**src/rtl/core/lstw_pkg.sv**
```systemverilog
`default_nettype none

package lstw_pkg;

  localparam int unsigned TrigW     = 33;
  localparam int unsigned PhaseLat  = 3;
  localparam int unsigned XformLat  = 7;
  localparam logic signed [TrigW-1:0] CordicStart = 33'sd652032874;

  typedef enum logic [2:0] {
    CfgMaxRange = 3'd0,
    CfgMinRange = 3'd1,
    CfgTilt     = 3'd2,
    CfgOffX     = 3'd3,
    CfgOffY     = 3'd4,
    CfgOffZ     = 3'd5
  } cfg_idx_e;

  typedef struct packed {
    logic [15:0]        range_mm;
    logic               ignore_flag;
    logic signed [15:0] beam_angle;
    logic signed [15:0] heading_taken;
    logic signed [23:0] robot_x_mm;
    logic signed [23:0] robot_y_mm;
  } in_item_t;

  typedef struct packed {
    logic signed [27:0] world_x;
    logic signed [27:0] world_y;
    logic signed [27:0] world_z;
  } out_item_t;

  typedef struct packed {
    logic [15:0]        range_mm;
    logic signed [23:0] robot_x_mm;
    logic signed [23:0] robot_y_mm;
  } side_t;

  typedef struct packed {
    logic signed [15:0] offset_x_mm;
    logic signed [15:0] offset_y_mm;
    logic signed [15:0] offset_z_mm;
  } offs_t;

  typedef struct packed {
    logic                    neg;
    logic signed [TrigW-1:0] z;
  } phase_t;

  typedef struct packed {
    logic signed [TrigW-1:0] cos_v;
    logic signed [TrigW-1:0] sin_v;
  } trig_t;

  function automatic logic [31:0] atan_turn(input int unsigned idx);
    logic [31:0] v;
    case (idx)
      0:       v = 32'h20000000;
      1:       v = 32'h12E4051E;
      2:       v = 32'h09FB385B;
      3:       v = 32'h051111D4;
      4:       v = 32'h028B0D43;
      5:       v = 32'h0145D7E1;
      6:       v = 32'h00A2F61E;
      7:       v = 32'h00517C55;
      8:       v = 32'h0028BE53;
      9:       v = 32'h00145F2F;
      10:      v = 32'h000A2F98;
      11:      v = 32'h000517CC;
      12:      v = 32'h00028BE6;
      13:      v = 32'h000145F3;
      14:      v = 32'h0000A2FA;
      15:      v = 32'h0000517D;
      16:      v = 32'h000028BE;
      17:      v = 32'h0000145F;
      18:      v = 32'h00000A30;
      19:      v = 32'h00000518;
      20:      v = 32'h0000028C;
      21:      v = 32'h00000146;
      22:      v = 32'h000000A3;
      23:      v = 32'h00000051;
      default: v = 32'h00000000;
    endcase
    return v;
  endfunction

endpackage

`default_nettype wire

```
**src/rtl/core/lstw_cordic.sv**
```systemverilog
`default_nettype none

module lstw_cordic import lstw_pkg::*; #(
  parameter int unsigned Stages = 16
) (
  input  logic   clk_i,
  input  logic   en_i,
  input  phase_t phase_i,
  output trig_t  trig_o
);

  logic signed [TrigW-1:0] x_q [Stages];
  logic signed [TrigW-1:0] y_q [Stages];
  logic signed [TrigW-1:0] z_q [Stages-1];
  logic                    neg_q [Stages];
  trig_t                   trig_q;

  for (genvar i = 0; i < Stages; i++) begin : g_stage
    logic signed [TrigW-1:0] xi, yi, zi;
    logic                    ni;

    if (i == 0) begin : g_first
      assign xi = CordicStart;
      assign yi = '0;
      assign zi = phase_i.z;
      assign ni = phase_i.neg;
    end else begin : g_next
      assign xi = x_q[i-1];
      assign yi = y_q[i-1];
      assign zi = z_q[i-1];
      assign ni = neg_q[i-1];
    end

    always_ff @(posedge clk_i) begin
      if (en_i) begin
        neg_q[i] <= ni;
        if (!zi[TrigW-1]) begin
          x_q[i] <= xi - (yi >>> i);
          y_q[i] <= yi + (xi >>> i);
        end else begin
          x_q[i] <= xi + (yi >>> i);
          y_q[i] <= yi - (xi >>> i);
        end
      end
    end

    if (i < Stages - 1) begin : g_angle
      logic signed [TrigW-1:0] at;

      assign at = $signed({1'b0, atan_turn(i)});

      always_ff @(posedge clk_i) begin
        if (en_i) begin
          z_q[i] <= zi[TrigW-1] ? zi + at : zi - at;
        end
      end
    end
  end

  always_ff @(posedge clk_i) begin
    if (en_i) begin
      trig_q.cos_v <= neg_q[Stages-1] ? -x_q[Stages-1] : x_q[Stages-1];
      trig_q.sin_v <= neg_q[Stages-1] ? -y_q[Stages-1] : y_q[Stages-1];
    end
  end

  assign trig_o = trig_q;

endmodule

`default_nettype wire

```
**config.mk**
```make
export PLATFORM = sky130hd
export DESIGN_NAME = lstw_cordic
export DESIGN_NICKNAME = d
export VERILOG_FILES = /design/src/rtl/core/lstw_pkg.sv /design/src/rtl/core/lstw_cordic.sv
export SDC_FILE = /design/constraint.sdc
export NUM_CORES = 2
export LEC_CHECK = 0
export BUFFER_PORTS_ARGS = -buffer_cell sky130_fd_sc_hd__buf_4
export CAP_MARGIN = 5
export CORE_MARGIN = 2
export CORE_UTILIZATION = 50
export CTS_CLUSTER_DIAMETER = 60
export DETAILED_ROUTE_END_ITERATION = 16
export GPL_ROUTABILITY_DRIVEN = 0
export HOLD_SLACK_MARGIN = 0.02
export PLACE_DENSITY = 0.64
export SYNTH_ARGS = -nofsm -noshare
export SYNTH_HDL_FRONTEND = slang
export SYNTH_SLANG_ARGS = --single-unit
export TNS_END_PERCENT = 10
```
**constraint.sdc**
```tcl
create_clock -name clk_i -period 5.5 [get_ports clk_i]
set_clock_uncertainty 0.15 [all_clocks]
set_input_delay 0 -clock clk_i [delete_from_list [all_inputs] [get_ports clk_i]]
set_output_delay 0 -clock clk_i [all_outputs]
set_load 0.02 [all_outputs]
```
==> results_dict.tcl <==
set metrics [dict create \
    status "finished clean" \
    fill_cells 21400 \
    final_max_slew_viol_count 0 \
    post_cts_buffers 0 \
    max_stage_delay_ps 600 \
    ys_types 93 \
    dieArea_sq_mm 0.253 \
    fmax_mhz 191 \
    end_kind "register" \
    htree_levels 4 \
    min_to "x_q[0][101]$_DFFE_PP_" \
    worstPathCellList "or4_1 -> nor3_1 -> nand2b_1 -> or4_1 -> o21ai_0 -> xnor2_1 -> ha_1 -> a21o_1 -> a21o_1 -> a21oi_1 -> nor3b_1 -> o211ai_1 -> a311oi_1 -> o21ai_0 -> and2_1 -> a31o_2 -> xor2_1" \
    vias 99600 \
    criticalPathCategory "register to register" \
    ys_seq_area_frac 0.365 \
    clock_path_buffers 3 \
    synthCells 12800 \
    worst_slew_pin_slew_ps 1170 \
    cts.clk_slew.worst_paths_ps 60 \
    reg2reg_slack_ps 270 \
    final_area_sq_mm 0.137 \
    worst_hold_path_type "primary input to register" \
    dp.cells 16100 \
    placed_area_sq_mm 0.130 \
    die_x_um 503 \
    hold_viol_final 0 \
    drv_cap 0 \
    core.rowCount 183 \
    ff2ff_path_depth 17 \
    antenna_found_initial 2 \
    required_ps 5940 \
    avgViaCountPerCell 6.02 \
    synth_edf_count 1510 \
    drive_above_1_share 0.0554 \
    whs_ps 85.4 \
    cp_max_fo 8 \
    grtUsageTotal 0.258 \
    syn_nets 14200 \
    synth_seq_cells 1510 \
    grt_overflow 0 \
    syn2layout_area_growth_pct 9.86 \
    ys_warn_count 0 \
    cts_tree "done" \
    die_y_um 503 \
    ant_nets 0 \
    drt-total-wl_um 334000 \
    coreArea_sq_mm 0.248 \
    port_buffers 101 \
    max-slew-margin-rel 0.217 \
    wl_per_cell_um 20.2 \
    io_pins 102 \
    r2r_end "x_q[0][196]$_DFFE_PP_" \
    hold_path_depth 2 \
    stdcell_count 16500 \
    synthFlopType "edfxtp_1" \
    period_share 0.951 \
    rsz0062_at_grt "no" \
    cts_buffers 187 \
    crit_arrival_ps 5670 \
    r2r-start "y_q[0][140]$_DFFE_PP_" \
    finalSetupTns_ps 0 \
    avgSynthCellArea_sq_um 9.73 \
    cp_slowest_cell "or4_1" \
    async_flop_share 0 \
    cp-start-kind "register" \
    grt_max_degree 173 \
    grt_pass1_wl_um 524000 \
    min-delay-start "en_i" \
    num-nets-final 14500 \
    min_period_ps 5230 \
    initialDrtViolationCount 7284 \
    synth_area_sq_mm 0.124 \
    cts_root_buf "clkbuf_16" \
    firstDrtPassIters 8 \
    cts_sinks 1510 \
    start_util 0.501 \
    clk_latency_ps 850 \
    drc 0 \
    first_global_vias 96200 \
    place_hpwl_um 264000 \
    finalSetupViolCount 0 \
]
[cell usage in the layout (no fill, tap or decap), drive strengths merged, types with 186 or more instances in the layout]
cell type | netlist | layout
a21o | 595 | 595
a21oi | 1274 | 1274
buf | 31 | 246
clkbuf | 183 | 209
edfxtp | 1510 | 1510
ha | 1368 | 1368
inv | 529 | 555
nand2 | 721 | 721
nand2b | 186 | 186
nand3 | 242 | 242
nor2 | 935 | 935
nor3 | 288 | 288
o21ai | 675 | 675
xnor2 | 1192 | 1192
xor2 | 600 | 600
[Yosys cell counts (43+ instances only)]
master       n  area (sq um)
ha_1      1368         17100
nor3_1     288          1440
mux2i_1     81           811
nand4_1     97           607
or3_1       78           488
a21oi_1   1274          6380
nand2b_1   186          1160
nor3b_1     43           323
or4_1       64           480
nor4_1      93           582
a31oi_1    136           851
clkbuf_1   183           687
and3_1     129           807
inv_1      528          1980
a211oi_1   125           938
nand2_1    721          2710
nand3_1    242          1210
o21a_1     182          1370
a21boi_0    49           368
o21bai_1   156          1170
xor2_1     600          5260
and2_1      81           507
fa_1        46           921
xnor2_1   1192         10400
or2_2       64           400
nor2b_1    170          1060
o41ai_1     61           534
o21ai_0    674          3370
mux2_2      44           495
edfxtp_1  1510         45300
o211ai_1    57           428
a21o_1     595          4470
nor2_1     935          3510
o31ai_1    164          1230
[through the flow]
| stage | worst slack, ps | utilization |
|---|---|---|
| 4_1_cts | 271 | 0.550 |
| 3_5_place_dp | 310 | 0.522 |
| 2_1_floorplan | 774 | - |
| 3_3_place_gp | 363 | 0.522 |
| 5_1_grt | 7.90 | 0.551 |
| 6_report | 269 | 0.551 |
[area by class of cell]
type	instances	area, sq um	share of cell area
multi-input cells	10500	76200	0.558
flip-flops and latches	1510	45300	0.332
inverters	531	1990	0.0146
diodes	3	7.51	0.0000550
well taps	3330	4170	0.0305
clock buffers	209	4780	0.0350
repair buffers	317	2630	0.0192
clock inverters	132	1410	0.0103
[registers in the layout, summed over array words and instances, names as in the netlist]
register and count:
x_q 470, trig_o 66, z_q 462, y_q 496
neg_q 16
[worst max-delay path by stage]
stage	startpoint	endpoint	slack [ps]	cells past startpoint
floorplan	x_q[0][243]$_DFFE_PP_	y_q[1][32]$_DFFE_PP_	770	16
detailed placement	y_q[0][239]$_DFFE_PP_	x_q[1][32]$_DFFE_PP_	310	16
finish	y_q[0][140]$_DFFE_PP_	x_q[0][196]$_DFFE_PP_	270	17
global route	y_q[1][43]$_DFFE_PP_	x_q[1][98]$_DFFE_PP_	8	19
CTS	x_q[0][70]$_DFFE_PP_	y_q[0][130]$_DFFE_PP_	270	15
global placement	y_q[0][141]$_DFFE_PP_	x_q[0][196]$_DFFE_PP_	360	17
[what timing repair did]
item                       4_1_cts  5_1_grt
hold buffers                    71        0
resized for setup                0       12
hold endpoints to repair       452        0
setup endpoints to repair        0       15
[worst max-delay path: cells and delay by family (launching register included)]
| family | cells | cell delay (ps) |
|---|---|---|
| AOI/OAI and AO/OA | 8 | 1730 |
| xor gates and xnor gates | 2 | 280 |
| adders and majority gates | 1 | 330 |
| DFF | 1 | 500 |
| and+or+nand+nor | 6 | 1970 |
[layer usage]
| metal | part of all wire | routed length [um] | vias up | track usage |
|---|---|---|---|---|
| li1 | - | - | 48500 | - |
| met1 | 0.41 | 138000 | 47400 | 0.314 |
| met2 | 0.49 | 164000 | 2976 | 0.456 |
| met3 | 0.051 | 17000 | 751 | 0.0325 |
| met4 | 0.047 | 15700 | 2 | 0.110 |
| met5 | 0.000039 | 13 | - | 0 |
[cell families (layout without fill, tap and decap cells)]
logic type / count (synthesis) / count (layout) / share of synthesized area
AO/OA/AOI/OAI: 3880 / 3880 / 0.200
AND/OR/NAND/NOR: 3306 / 3306 / 0.131
XOR/XNOR: 1792 / 1792 / 0.126
flip-flops: 1510 / 1510 / 0.365
adder cells (fa/ha/maj): 1414 / 1414 / 0.145
buffers and inverters: 745 / 1189 / 0.0225
multiplexers: 125 / 125 / 0.0105
other: 0 / 3 / 0
Power is left out: the tool's default activity adds up to more than one toggle a clock period on the data nets, which glitch-free logic cannot reach.
