--- src/rtl/core/lstw_pkg.sv ---
`default_nettype none

package lstw_pkg;

  localparam int unsigned TrigW     = 33;
  localparam int unsigned PhaseLat  = 3;
  localparam int unsigned XformLat  = 7;
  localparam logic signed [TrigW-1:0] CordicStart = 33'sd652032874;

  typedef enum logic [2:0] {
    CfgMaxRange = 3'd0,
    CfgMinRange = 3'd1,
    CfgTilt     = 3'd2,
    CfgOffX     = 3'd3,
    CfgOffY     = 3'd4,
    CfgOffZ     = 3'd5
  } cfg_idx_e;

  typedef struct packed {
    logic [15:0]        range_mm;
    logic               ignore_flag;
    logic signed [15:0] beam_angle;
    logic signed [15:0] heading_taken;
    logic signed [23:0] robot_x_mm;
    logic signed [23:0] robot_y_mm;
  } in_item_t;

  typedef struct packed {
    logic signed [27:0] world_x;
    logic signed [27:0] world_y;
    logic signed [27:0] world_z;
  } out_item_t;

  typedef struct packed {
    logic [15:0]        range_mm;
    logic signed [23:0] robot_x_mm;
    logic signed [23:0] robot_y_mm;
  } side_t;

  typedef struct packed {
    logic signed [15:0] offset_x_mm;
    logic signed [15:0] offset_y_mm;
    logic signed [15:0] offset_z_mm;
  } offs_t;

  typedef struct packed {
    logic                    neg;
    logic signed [TrigW-1:0] z;
  } phase_t;

  typedef struct packed {
    logic signed [TrigW-1:0] cos_v;
    logic signed [TrigW-1:0] sin_v;
  } trig_t;

  function automatic logic [31:0] atan_turn(input int unsigned idx);
    logic [31:0] v;
    case (idx)
      0:       v = 32'h20000000;
      1:       v = 32'h12E4051E;
      2:       v = 32'h09FB385B;
      3:       v = 32'h051111D4;
      4:       v = 32'h028B0D43;
      5:       v = 32'h0145D7E1;
      6:       v = 32'h00A2F61E;
      7:       v = 32'h00517C55;
      8:       v = 32'h0028BE53;
      9:       v = 32'h00145F2F;
      10:      v = 32'h000A2F98;
      11:      v = 32'h000517CC;
      12:      v = 32'h00028BE6;
      13:      v = 32'h000145F3;
      14:      v = 32'h0000A2FA;
      15:      v = 32'h0000517D;
      16:      v = 32'h000028BE;
      17:      v = 32'h0000145F;
      18:      v = 32'h00000A30;
      19:      v = 32'h00000518;
      20:      v = 32'h0000028C;
      21:      v = 32'h00000146;
      22:      v = 32'h000000A3;
      23:      v = 32'h00000051;
      default: v = 32'h00000000;
    endcase
    return v;
  endfunction

endpackage

`default_nettype wire

--- src/rtl/core/lstw_phase.sv ---
`default_nettype none

module lstw_phase import lstw_pkg::*; (
  input  logic               clk_i,
  input  logic               en_i,
  input  logic signed [15:0] angle_i,
  output phase_t             phase_o
);

  localparam int unsigned RecipShift = 38;
  localparam logic [26:0] RecipM   = 27'(((64'd1 << RecipShift) + 64'd2249) / 64'd2250);
  localparam logic [16:0] StepHi   = 17'd119304;
  localparam logic [10:0] StepLo   = 11'd1456;
  localparam logic [10:0] HalfDen  = 11'd1125;
  localparam logic signed [16:0] FullTurn = 17'sd36000;

  logic signed [16:0] a_s;
  logic [15:0]        a;
  logic [31:0]        hi_d, hi1_q, hi2_q;
  logic [25:0]        mm_d, mm_q;
  logic [14:0]        q_d, q_q;
  logic [31:0]        ph, ph_f;
  logic               neg_d;
  phase_t             phase_q;

  always_comb begin
    a_s  = {angle_i[15], angle_i};
    if (a_s < 0) begin
      a_s = a_s + FullTurn;
    end
    a    = a_s[15:0];
    hi_d = 32'({17'd0, a} * {16'd0, StepHi});
    mm_d = 26'({10'd0, a} * {15'd0, StepLo}) + {15'd0, HalfDen};
    q_d  = 15'(({27'd0, mm_q} * {26'd0, RecipM}) >> RecipShift);
  end

  always_comb begin
    ph    = hi2_q + {17'd0, q_q};
    ph_f  = ph;
    neg_d = 1'b0;
    if (ph[31:30] == 2'b01 || ph[31:30] == 2'b10) begin
      ph_f  = ph + 32'h8000_0000;
      neg_d = 1'b1;
    end
  end

  always_ff @(posedge clk_i) begin
    if (en_i) begin
      hi1_q     <= hi_d;
      mm_q      <= mm_d;
      hi2_q     <= hi1_q;
      q_q       <= q_d;
      phase_q.z <= {ph_f[31], ph_f};
      phase_q.neg <= neg_d;
    end
  end

  assign phase_o = phase_q;

endmodule

`default_nettype wire

--- config.mk ---
export PLATFORM = sky130hd
export DESIGN_NAME = lstw_phase
export DESIGN_NICKNAME = d
export VERILOG_FILES = /design/src/rtl/core/lstw_pkg.sv /design/src/rtl/core/lstw_phase.sv
export SDC_FILE = /design/constraint.sdc
export NUM_CORES = 1
export LEC_CHECK = 0
export ABC_AREA = 1
export BUFFER_PORTS_ARGS = -buffer_cell sky130_fd_sc_hd__clkbuf_2
export CORE_MARGIN = 3
export CORE_UTILIZATION = 55
export DETAILED_ROUTE_END_ITERATION = 12
export PLACE_DENSITY = 0.67
export SLEW_MARGIN = 5
export SYNTH_ARGS = -nofsm -noshare
export SYNTH_HDL_FRONTEND = slang
export SYNTH_SLANG_ARGS = --single-unit
--- constraint.sdc ---
create_clock -name clk_i -period 11.5 [get_ports clk_i]
set_input_delay 2.875 -clock clk_i [delete_from_list [all_inputs] [get_ports clk_i]]
set_output_delay 2.875 -clock clk_i [all_outputs]
set_load 0.03 [all_outputs]
==> results.md, run 1 <==
* First-pass GRT wire length at 82400 µm
* Full die area at 41200 µm²
* Detailed-route via count at 15618
* Largest net degree at the start of global routing at 71
* Seq/Total Area, Yosys at 0.179
* Die span in y at 203 µm
* RSZ-0062 raised after global routing: no
* Top post-synthesis cells by area: ha_1, fa_1, edfxtp_1
* Hpwl dp at 43700 µm
* RePlAce Congestion at 1.02
* Worst min path class: register to register
* # IOs at 52
* Synthesis-stage register bit count at 127
* Slew headroom at 0.329
* Ys Warns at 0
* Final Hold Fails at 0
* Starting Density at 0.563
* Commonest non-fill, non-tap cell in the layout: inv_1
* Setup violations, final at 0
* Drt wl/cell at 17.1 µm
* Die W at 203 µm
* Yosys top cell area share at 0.256
* Area post-placement at 22300 µm²
* Antenna violations before repair at 0
* Largest area contributor in the netlist: ha_1
* Post-route cell area at 22800 µm²
* Min-delay src: hi1_q[24]
* Final wirelength at 50400 µm
* MaxCap Viol Count at 0
* Syn Area/Cell at 9.09 µm²
* Reg-to-reg startpoint: mm_q[24]
* GRT Resource Usage Total at 0.253
* Clock Pin Slew Worst Setup and Hold Paths at 0.07 ns
* Worst EP arrival at 8.17 ns
* Fin crit period at 8.00 ns
* Buffers on Ports at 51
* Worst Tran Pin Value at 1.00 ns
* Post-synth net total at 3058
* Startpoint Class: primary input
* Clk_skew at 0.0134 ns
* Final Cycle Share at 0.696
* Hold Buf Count CTS at 0
* Ant. Diodes at 0
* Number of global-route vias before repair at 16227
* Layout cells sized above 1 at 0.0542
* CP Cell Sequence: clkbuf_2 > inv_1 > nand2_1 > nand2_1 > xor2_1 > inv_1 > fa_1 > inv_1 > fa_1 > fa_1 > ha_1 > ha_1 > ha_1 > ha_1 > a21oi_1 > o21ai_0 > a31oi_1 > nand3_1 > nand2_1 > nand2_1 > xor2_1
* Post-detailed-route count of antenna-violating nets at 0
* Largest stage delay on the critical path at 0.78 ns
* Synth Cell Area at 21300 µm²
* Crit. End Element: register
* 1st-iter DRT viols at 908
* Synth Instances at 2348
* CP Launch Point: angle_i[7]
* First-pass DRT Iterations at 6
* Htree depth at 4
* CTS tree: built
* # DRC at 0
* # rows at 71
* Num CTS Buffers at 17
* CTS max path bufs at 2
* Worst Path Required at 11.66 ns
* Area Overhead vs Synth at 7.05%
* Post-CTS Setup Bufs at 0
* Fin. max-slew vios at 0
* Final net count at 3131
* CTS Root Cell: clkbuf_16
* Core area at 37900 µm²
* Sink Count at 127
* Overflow after GRT at 0
* Vias per cell at 5.30
* Fmax at 0.125 GHz
* Synth unique cells at 38
* Status: completed
* Setup TNS at 0 ns
* Setup CP Type: primary input to register
* PostCTS Resize Cnt at 0
* Crit-path slowest cell: xor2_1
* Most frequent cells in the layout: inv_1, ha_1, nand2_1
* Largest fanout on the critical path at 7
* Clock latency on the worst-skew pair at 0.44 ns
==> final timing paths <==
kind | to | slack, ns | cells after the start
worst max-delay path | hi1_q[31] | 3.50 | 21
worst min-delay path | hi2_q[24] | 0.41 | 0
worst max register to register | q_q[9] | 5.03 | 19
worst min register to register | hi2_q[24] | 0.41 | 0
==> cell type report <==
class	instances	area (µm²)
Clock buffer	17	425
Multi-Input combinational cell	1648	15400
Timing Repair Buffer	57	303
Sequential cell	127	3810
Inverter	570	2140
Fill cell	3304	15100
Clock inverter	15	156
Tap cell	511	639
==> flip-flops by register name, summed over array words and instances, names as in the netlist <==
signal   flops
hi1_q       29
hi2_q       29
mm_q        21
phase_o     33
q_q         15
==> cell families after synthesis <==
| logic type | synth area share |
|---|---|
| DFF | 0.179 |
| xor gates and xnor gates | 0.0369 |
| buffers and inverters | 0.101 |
| AOI/OAI and AO/OA | 0.0570 |
| adders and majority gates | 0.496 |
| and+or+nand+nor | 0.130 |
==> metal layers <==
metal | GRT usage | part of all wire | up-vias
met3 | 0.0585 | 0.067 | 69
met4 | 0.0586 | 0.021 | 0
met1 | 0.344 | 0.45 | 7485
met5 | 0 | 0 | -
met2 | 0.414 | 0.46 | 421
li1 | - | - | 7643
==> cell usage after synthesis (all sizes together) <==
cell type,count
o32ai,1
or2,3
nor4,4
fa,256
nand2,372
o21bai,6
a21boi,3
o211ai,3
a31oi,10
nand4,24
o31ai,2
a221oi,1
buf,3
nor3,29
and2,3
nand3b,3
inv,570
xor2,58
a21o,12
xnor2,32
nor2,126
o21ai,68
ha,436
nand3,80
o21a,5
a21oi,111
edfxtp,127
==> worst max-delay path, delay by kind of cell <==
| family | cells | cell delay [ns] |
|---|---|---|
| compound gates | 3 | 0.55 |
| buf+inv | 4 | 0.52 |
| xor+xnor | 2 | 0.93 |
| fa+ha+maj | 7 | 2.87 |
| simple gates | 5 | 0.43 |
==> per-stage QoR <==
| step | setup slack [ns] | util | cells | hold WS [ns] |
|---|---|---|---|---|
| 6_report | 3.50 | 0.602 | 2945 | 0.412 |
| 3_3_place_gp | 3.22 | 0.587 | 2913 | 0.400 |
| 2_1_floorplan | 3.57 | - | 2348 | 0.400 |
| 5_1_grt | 3.11 | 0.602 | 2945 | 0.416 |
| 3_5_place_dp | 3.09 | 0.587 | 2913 | 0.405 |
| 4_1_cts | 3.47 | 0.602 | 2945 | 0.412 |
Power of run 1 is left out: the tool's default activity adds up to more than one toggle a clock period on the data nets, which glitch-free logic cannot reach.
==> run 2, diff against run 1 <==
- PLACE_DENSITY: 0.67 -> 0.7
- clock period: 11.5 -> 6.98 ns (I/O delays scaled with it)
==> results.md, run 2 (synthesized netlist as in run 1, its figures left out) <==
* Status: completed (unchanged)
* Ant. Diodes at 0 (unchanged)
* Setup violations, final at 0 (unchanged)
* Fin. max-slew vios at 0 (unchanged)
* Met3 Wirelength at 3240 µm (was 3360 µm)
* Starting Density at 0.563 (unchanged)
* Clock Pin Slew Worst Setup and Hold Paths at 0.06 ns (was 0.07 ns)
* CTS tree: built (unchanged)
* Core area at 37900 µm² (unchanged)
* Worst EP arrival at 6.57 ns (was 8.17 ns)
* Final net count at 3149 (was 3131)
* Slew headroom at 0.400 (was 0.329)
* Drt wl/cell at 17.2 µm (was 17.1 µm)
* Routed length on met2 at 23000 µm (was 23300 µm)
* CTS max path bufs at 2 (unchanged)
* Hpwl dp at 44300 µm (was 43700 µm)
* Setup CP Type: primary input to register (unchanged)
* Crit. End Element: register (unchanged)
* MaxCap Viol Count at 0 (unchanged)
* First-pass GRT wire length at 83500 µm (was 82400 µm)
* Core Util, Final at 0.606 (was 0.602)
* Post-CTS Setup Bufs at 0 (unchanged)
* Max FFs per register at 33 (unchanged)
* Final Hold Fails at 0 (unchanged)
* Final Cycle Share at 0.915
* Worst min path class: register to register (unchanged)
* RePlAce Congestion at 0.978 (was 1.02)
* CTS Root Cell: clkbuf_16 (unchanged)
* CP Cell Sequence: clkbuf_2 > ha_1 > or2_2 > xor2_1 > inv_1 > fa_1 > fa_1 > inv_1 > fa_1 > ha_1 > ha_1 > ha_1 > ha_1 > a21oi_1 > o21ai_0 > a21oi_1 > o21bai_1 > nand3_1 > nand2_1 > nand2_1 > nand2_1 (was clkbuf_2 > inv_1 > nand2_1 > nand2_1 > xor2_1 > inv_1 > fa_1 > inv_1 > fa_1 > fa_1 > ha_1 > ha_1 > ha_1 > ha_1 > a21oi_1 > o21ai_0 > a31oi_1 > nand3_1 > nand2_1 > nand2_1 > xor2_1)
* Routed length on met1 at 23300 µm (was 22700 µm)
* PostCTS Resize Cnt at 0 (unchanged)
* 1st-iter DRT viols at 868 (was 908)
* Worst Path Required at 7.16 ns (was 11.66 ns)
* Post-detailed-route count of antenna-violating nets at 0 (unchanged)
* Largest fanout on the critical path at 5 (was 7)
* Sink Count at 127 (unchanged)
* Crit-path slowest cell: fa_1 (was xor2_1)
* # DRC at 0 (unchanged)
* Full die area at 41200 µm² (unchanged)
* Most frequent cells in the layout: inv_1, ha_1, nand2_1 (unchanged)
* GRT Resource Usage Total at 0.255 (was 0.253)
* Setup TNS at 0 ns (unchanged)
* Largest stage delay on the critical path at 0.55 ns (was 0.78 ns)
* Largest net degree at the start of global routing at 66 (was 71)
* Overflow after GRT at 0 (unchanged)
* Htree depth at 4 (unchanged)
* Layout cells sized above 1 at 0.0604 (was 0.0542)
* Area Overhead vs Synth at 7.69% (was 7.05%)
* Worst Tran Pin Value at 0.900 ns (was 1.00 ns)
* Hold Buf Count CTS at 0 (unchanged)
* Die W at 203 µm (unchanged)
* Number of global-route vias before repair at 16272 (was 16227)
* Vias per cell at 5.25 (was 5.30)
* Startpoint Class: primary input (unchanged)
* Fmax at 0.157 GHz
* # rows at 71 (unchanged)
* Clock latency on the worst-skew pair at 0.42 ns (was 0.44 ns)
* Final wirelength at 50800 µm (was 50400 µm)
* First-pass DRT Iterations at 5 (was 6)
* # IOs at 52 (unchanged)
* Clk_skew at 0.0143 ns (was 0.0134 ns)
* Num CTS Buffers at 17 (unchanged)
* Detailed-route via count at 15548 (was 15618)
* Antenna violations before repair at 0 (unchanged)
* Uppermost routed layer: met4 (unchanged)
* RSZ-0062 raised after global routing: no (unchanged)
* Die span in y at 203 µm (unchanged)
* Most used cell, CP: ha_1
* Buffers on Ports at 51 (unchanged)
* Commonest non-fill, non-tap cell in the layout: inv_1 (unchanged)
* Fin crit period at 6.39 ns
[run 2: layout make-up]
type / count / area [µm²]
multi-input combinational: 1648 / 15400
fill: 3285 / 15000
sequential: 127 / 3810
inverter: 570 / 2140
tap: 511 / 639
timing repair buffer: 75 / 438
clock buffer: 17 / 425
clock inverter: 14 / 159
[run 2: path summary, 6_finish.rpt]
path         cells after the start  slack [ns]        end       start
max reg2reg                     19        0.64     q_q[9]    mm_q[25]
max                             21        0.59  hi1_q[28]  angle_i[5]
min                              0        0.41  hi2_q[20]   hi1_q[20]
min reg2reg                      0        0.41  hi2_q[20]   hi1_q[20]
[run 2: critical path: cells and delay by family]
kind,cells,cell delay [ns]
buffers and inverters,3,0.33
adders and majority gates,8,3.02
xor gates and xnor gates,1,0.22
AOI/OAI and AO/OA,4,0.67
and+or+nand+nor,5,0.58
[run 2: routing by layer]
layer  vias up  track usage
li1       7666            -
met1      7387        0.351
met2       429        0.412
met3        66       0.0563
met4         0       0.0631
met5         -            0
[run 2: per-stage QoR]
stage	hold WS (ns)	instances	cell area, µm²	worst slack (ns)
floorplan	0.400	2348	21300	0.183
global placement	0.401	2931	22400	0.220
detailed placement	0.406	2931	22400	0.167
CTS	0.418	2962	23000	0.591
global route	0.430	2962	23000	0.197
finish	0.411	2962	23000	0.591
Power of run 2 is left out for the same reason.
==> run 3, diff against run 2 <==
--- a/config.mk
+++ b/config.mk
@@ -11,5 +11,5 @@
 export CORE_UTILIZATION = 55
 export DETAILED_ROUTE_END_ITERATION = 12
-export PLACE_DENSITY = 0.7
+export PLACE_DENSITY = 0.84
 export SLEW_MARGIN = 5
 export SYNTH_ARGS = -nofsm -noshare
==> constraint.sdc (replaced) <==
create_clock -name clk_i -period 6.98 [get_ports clk_i]
set_input_delay 1.396 -clock clk_i [delete_from_list [all_inputs] [get_ports clk_i]]
set_output_delay 1.396 -clock clk_i [all_outputs]
set_load 0.03 [all_outputs]
==> results.md, run 3 (synthesized netlist as in run 1, its figures left out) <==
* Fin. max-slew vios at 0 (unchanged)
* Layout cells sized above 1 at 0.0569 (was 0.0604)
* Hpwl dp at 46900 µm (was 44300 µm)
* Crit. End Element: register (unchanged)
* Status: completed (unchanged)
* Final Cycle Share at 0.940 (was 0.915)
* Post-detailed-route count of antenna-violating nets at 0 (unchanged)
* Fin crit period at 6.56 ns (was 6.39 ns)
* 1st-iter DRT viols at 1133 (was 868)
* Sink Count at 127 (unchanged)
* Slew headroom at 0.258 (was 0.400)
* Overflow after GRT at 0 (unchanged)
* Largest net degree at the start of global routing at 85 (was 66)
* Clock latency on the worst-skew pair at 0.42 ns (about the same)
* M2 GR Usage at 0.471 (was 0.412)
* Worst min path class: register to register (unchanged)
* Area Overhead vs Synth at 7.36% (was 7.69%)
* # rows at 71 (unchanged)
* RePlAce Congestion at 0.978 (about the same)
* Clock Pin Slew Worst Setup and Hold Paths at 0.06 ns (about the same)
* Worst Path Required at 7.15 ns (was 7.16 ns)
* Full die area at 41200 µm² (unchanged)
* Ant. Diodes at 0 (unchanged)
* # IOs at 52 (unchanged)
* Drt wl/cell at 18.6 µm (was 17.2 µm)
* Commonest non-fill, non-tap cell in the layout: inv_1 (unchanged)
* Startpoint Class: register (was primary input)
* Worst EP arrival at 6.73 ns (was 6.57 ns)
* Detailed-route via count at 16286 (was 15548)
* Worst Tran Pin Value at 1.11 ns (was 0.900 ns)
* Vias per cell at 5.51 (was 5.25)
* CP Cell Sequence: fa_1 > fa_1 > inv_1 > fa_1 > fa_1 > fa_1 > inv_1 > fa_1 > fa_1 > ha_1 > nand2_1 > nor2_1 > inv_1 > nor4_1 > nand4_1 > nand3_1 > nand2_1 > nand3_1 > nand2_1 (was clkbuf_2 > ha_1 > or2_2 > xor2_1 > inv_1 > fa_1 > fa_1 > inv_1 > fa_1 > ha_1 > ha_1 > ha_1 > ha_1 > a21oi_1 > o21ai_0 > a21oi_1 > o21bai_1 > nand3_1 > nand2_1 > nand2_1 > nand2_1)
* Core area at 37900 µm² (unchanged)
* Number of global-route vias before repair at 17271 (was 16272)
* Final wirelength at 55000 µm (was 50800 µm)
* Largest stage delay on the critical path at 0.68 ns (was 0.55 ns)
* R2R cell count at 19 (unchanged)
* Post-CTS Setup Bufs at 0 (unchanged)
* Setup TNS at 0 ns (unchanged)
* Hold Buf Count CTS at 0 (unchanged)
* RSZ-0062 raised after global routing: no (unchanged)
* Crit-path slowest cell: edfxtp_1 (was fa_1)
* Antenna violations before repair at 1 (was 0)
* Die span in y at 203 µm (unchanged)
* Setup violations, final at 0 (unchanged)
* Final Hold Fails at 0 (unchanged)
* First-pass GRT wire length at 89300 µm (was 83500 µm)
* Htree depth at 4 (unchanged)
* Largest fanout on the critical path at 10 (was 5)
* Final net count at 3141 (was 3149)
* Most used cell, CP: fa_1 (was ha_1)
* Max FFs per register at 33 (unchanged)
* PostCTS Resize Cnt at 0 (unchanged)
* Met1 GRT Util at 0.352 (was 0.351)
* Global routing's busiest layer: met2 (unchanged)
* CTS max path bufs at 2 (unchanged)
* First-pass DRT Iterations at 7 (was 5)
* Num CTS Buffers at 17 (unchanged)
* # DRC at 0 (unchanged)
* MaxCap Viol Count at 0 (unchanged)
* Die W at 203 µm (unchanged)
* CTS Root Cell: clkbuf_16 (unchanged)
* Buffers on Ports at 51 (unchanged)
* Hold depth at 0 (unchanged)
* Most frequent cells in the layout: inv_1, ha_1, nand2_1 (unchanged)
* CTS tree: built (unchanged)
* Core Util, Final at 0.604 (was 0.606)
* Starting Density at 0.563 (unchanged)
* Setup CP Type: register to register (was primary input to register)
* GRT Resource Usage Total at 0.275 (was 0.255)
* Clk_skew at 0.0112 ns (was 0.0143 ns)
* Fmax at 0.152 GHz (was 0.157 GHz)
* Met3 Use GR at 0.0366 (was 0.0563)
-- run 3: cell count changes in the layout (fill, tap and decap cells not counted) --
| cell | delta |
|---|---|
| clkbuf_1 | +2 |
| buf_4 | -8 |
| inv_8 | -1 |
| clkinv_2 | +2 |
| inv_6 | -2 |
-- run 3: final cells by class --
| type | count | area [µm²] |
|---|---|---|
| timing repair buffer | 67 | 378 |
| multi-input combinational | 1648 | 15400 |
| tap | 511 | 639 |
| sequential | 127 | 3810 |
| clock inverter | 13 | 140 |
| clock buffer | 19 | 433 |
| fill | 3202 | 15000 |
| inverter | 570 | 2140 |
-- run 3: path summary, 6_finish.rpt --
path / startpoint / endpoint / slack (ns)
min reg2reg: q_q[2] / phase_o[2] / 0.42
max reg2reg: mm_q[24] / q_q[9] / 0.42
min: q_q[2] / phase_o[2] / 0.42
max: mm_q[24] / q_q[9] / 0.42
-- run 3: worst max-delay path, delay by kind of cell, from the launching register on --
family	cells	cell delay (ns)
adders and majority gates	8	4.15
and+or+nand+nor	8	1.27
buffers and inverters	3	0.20
DFF	1	0.68
-- run 3: stage by stage --
stage               worst slack (ns)  cell area (µm²)  cells  hold WS (ns)
CTS                            0.508            22900   2955         0.420
floorplan                      0.532            21300   2348         0.400
finish                         0.416            22900   2955         0.420
global placement               0.254            22300   2923         0.403
global route                   0.112            22900   2955         0.423
detailed placement             0.172            22300   2923         0.405
-- run 3: metal layers --
| layer | wire length [µm] | vias up |
|---|---|---|
| met5 | 13 | - |
| met4 | 2770 | 2 |
| met3 | 3210 | 151 |
| met2 | 26600 | 596 |
| met1 | 22400 | 7884 |
| li1 | - | 7653 |
Power of run 3 is left out for the same reason.
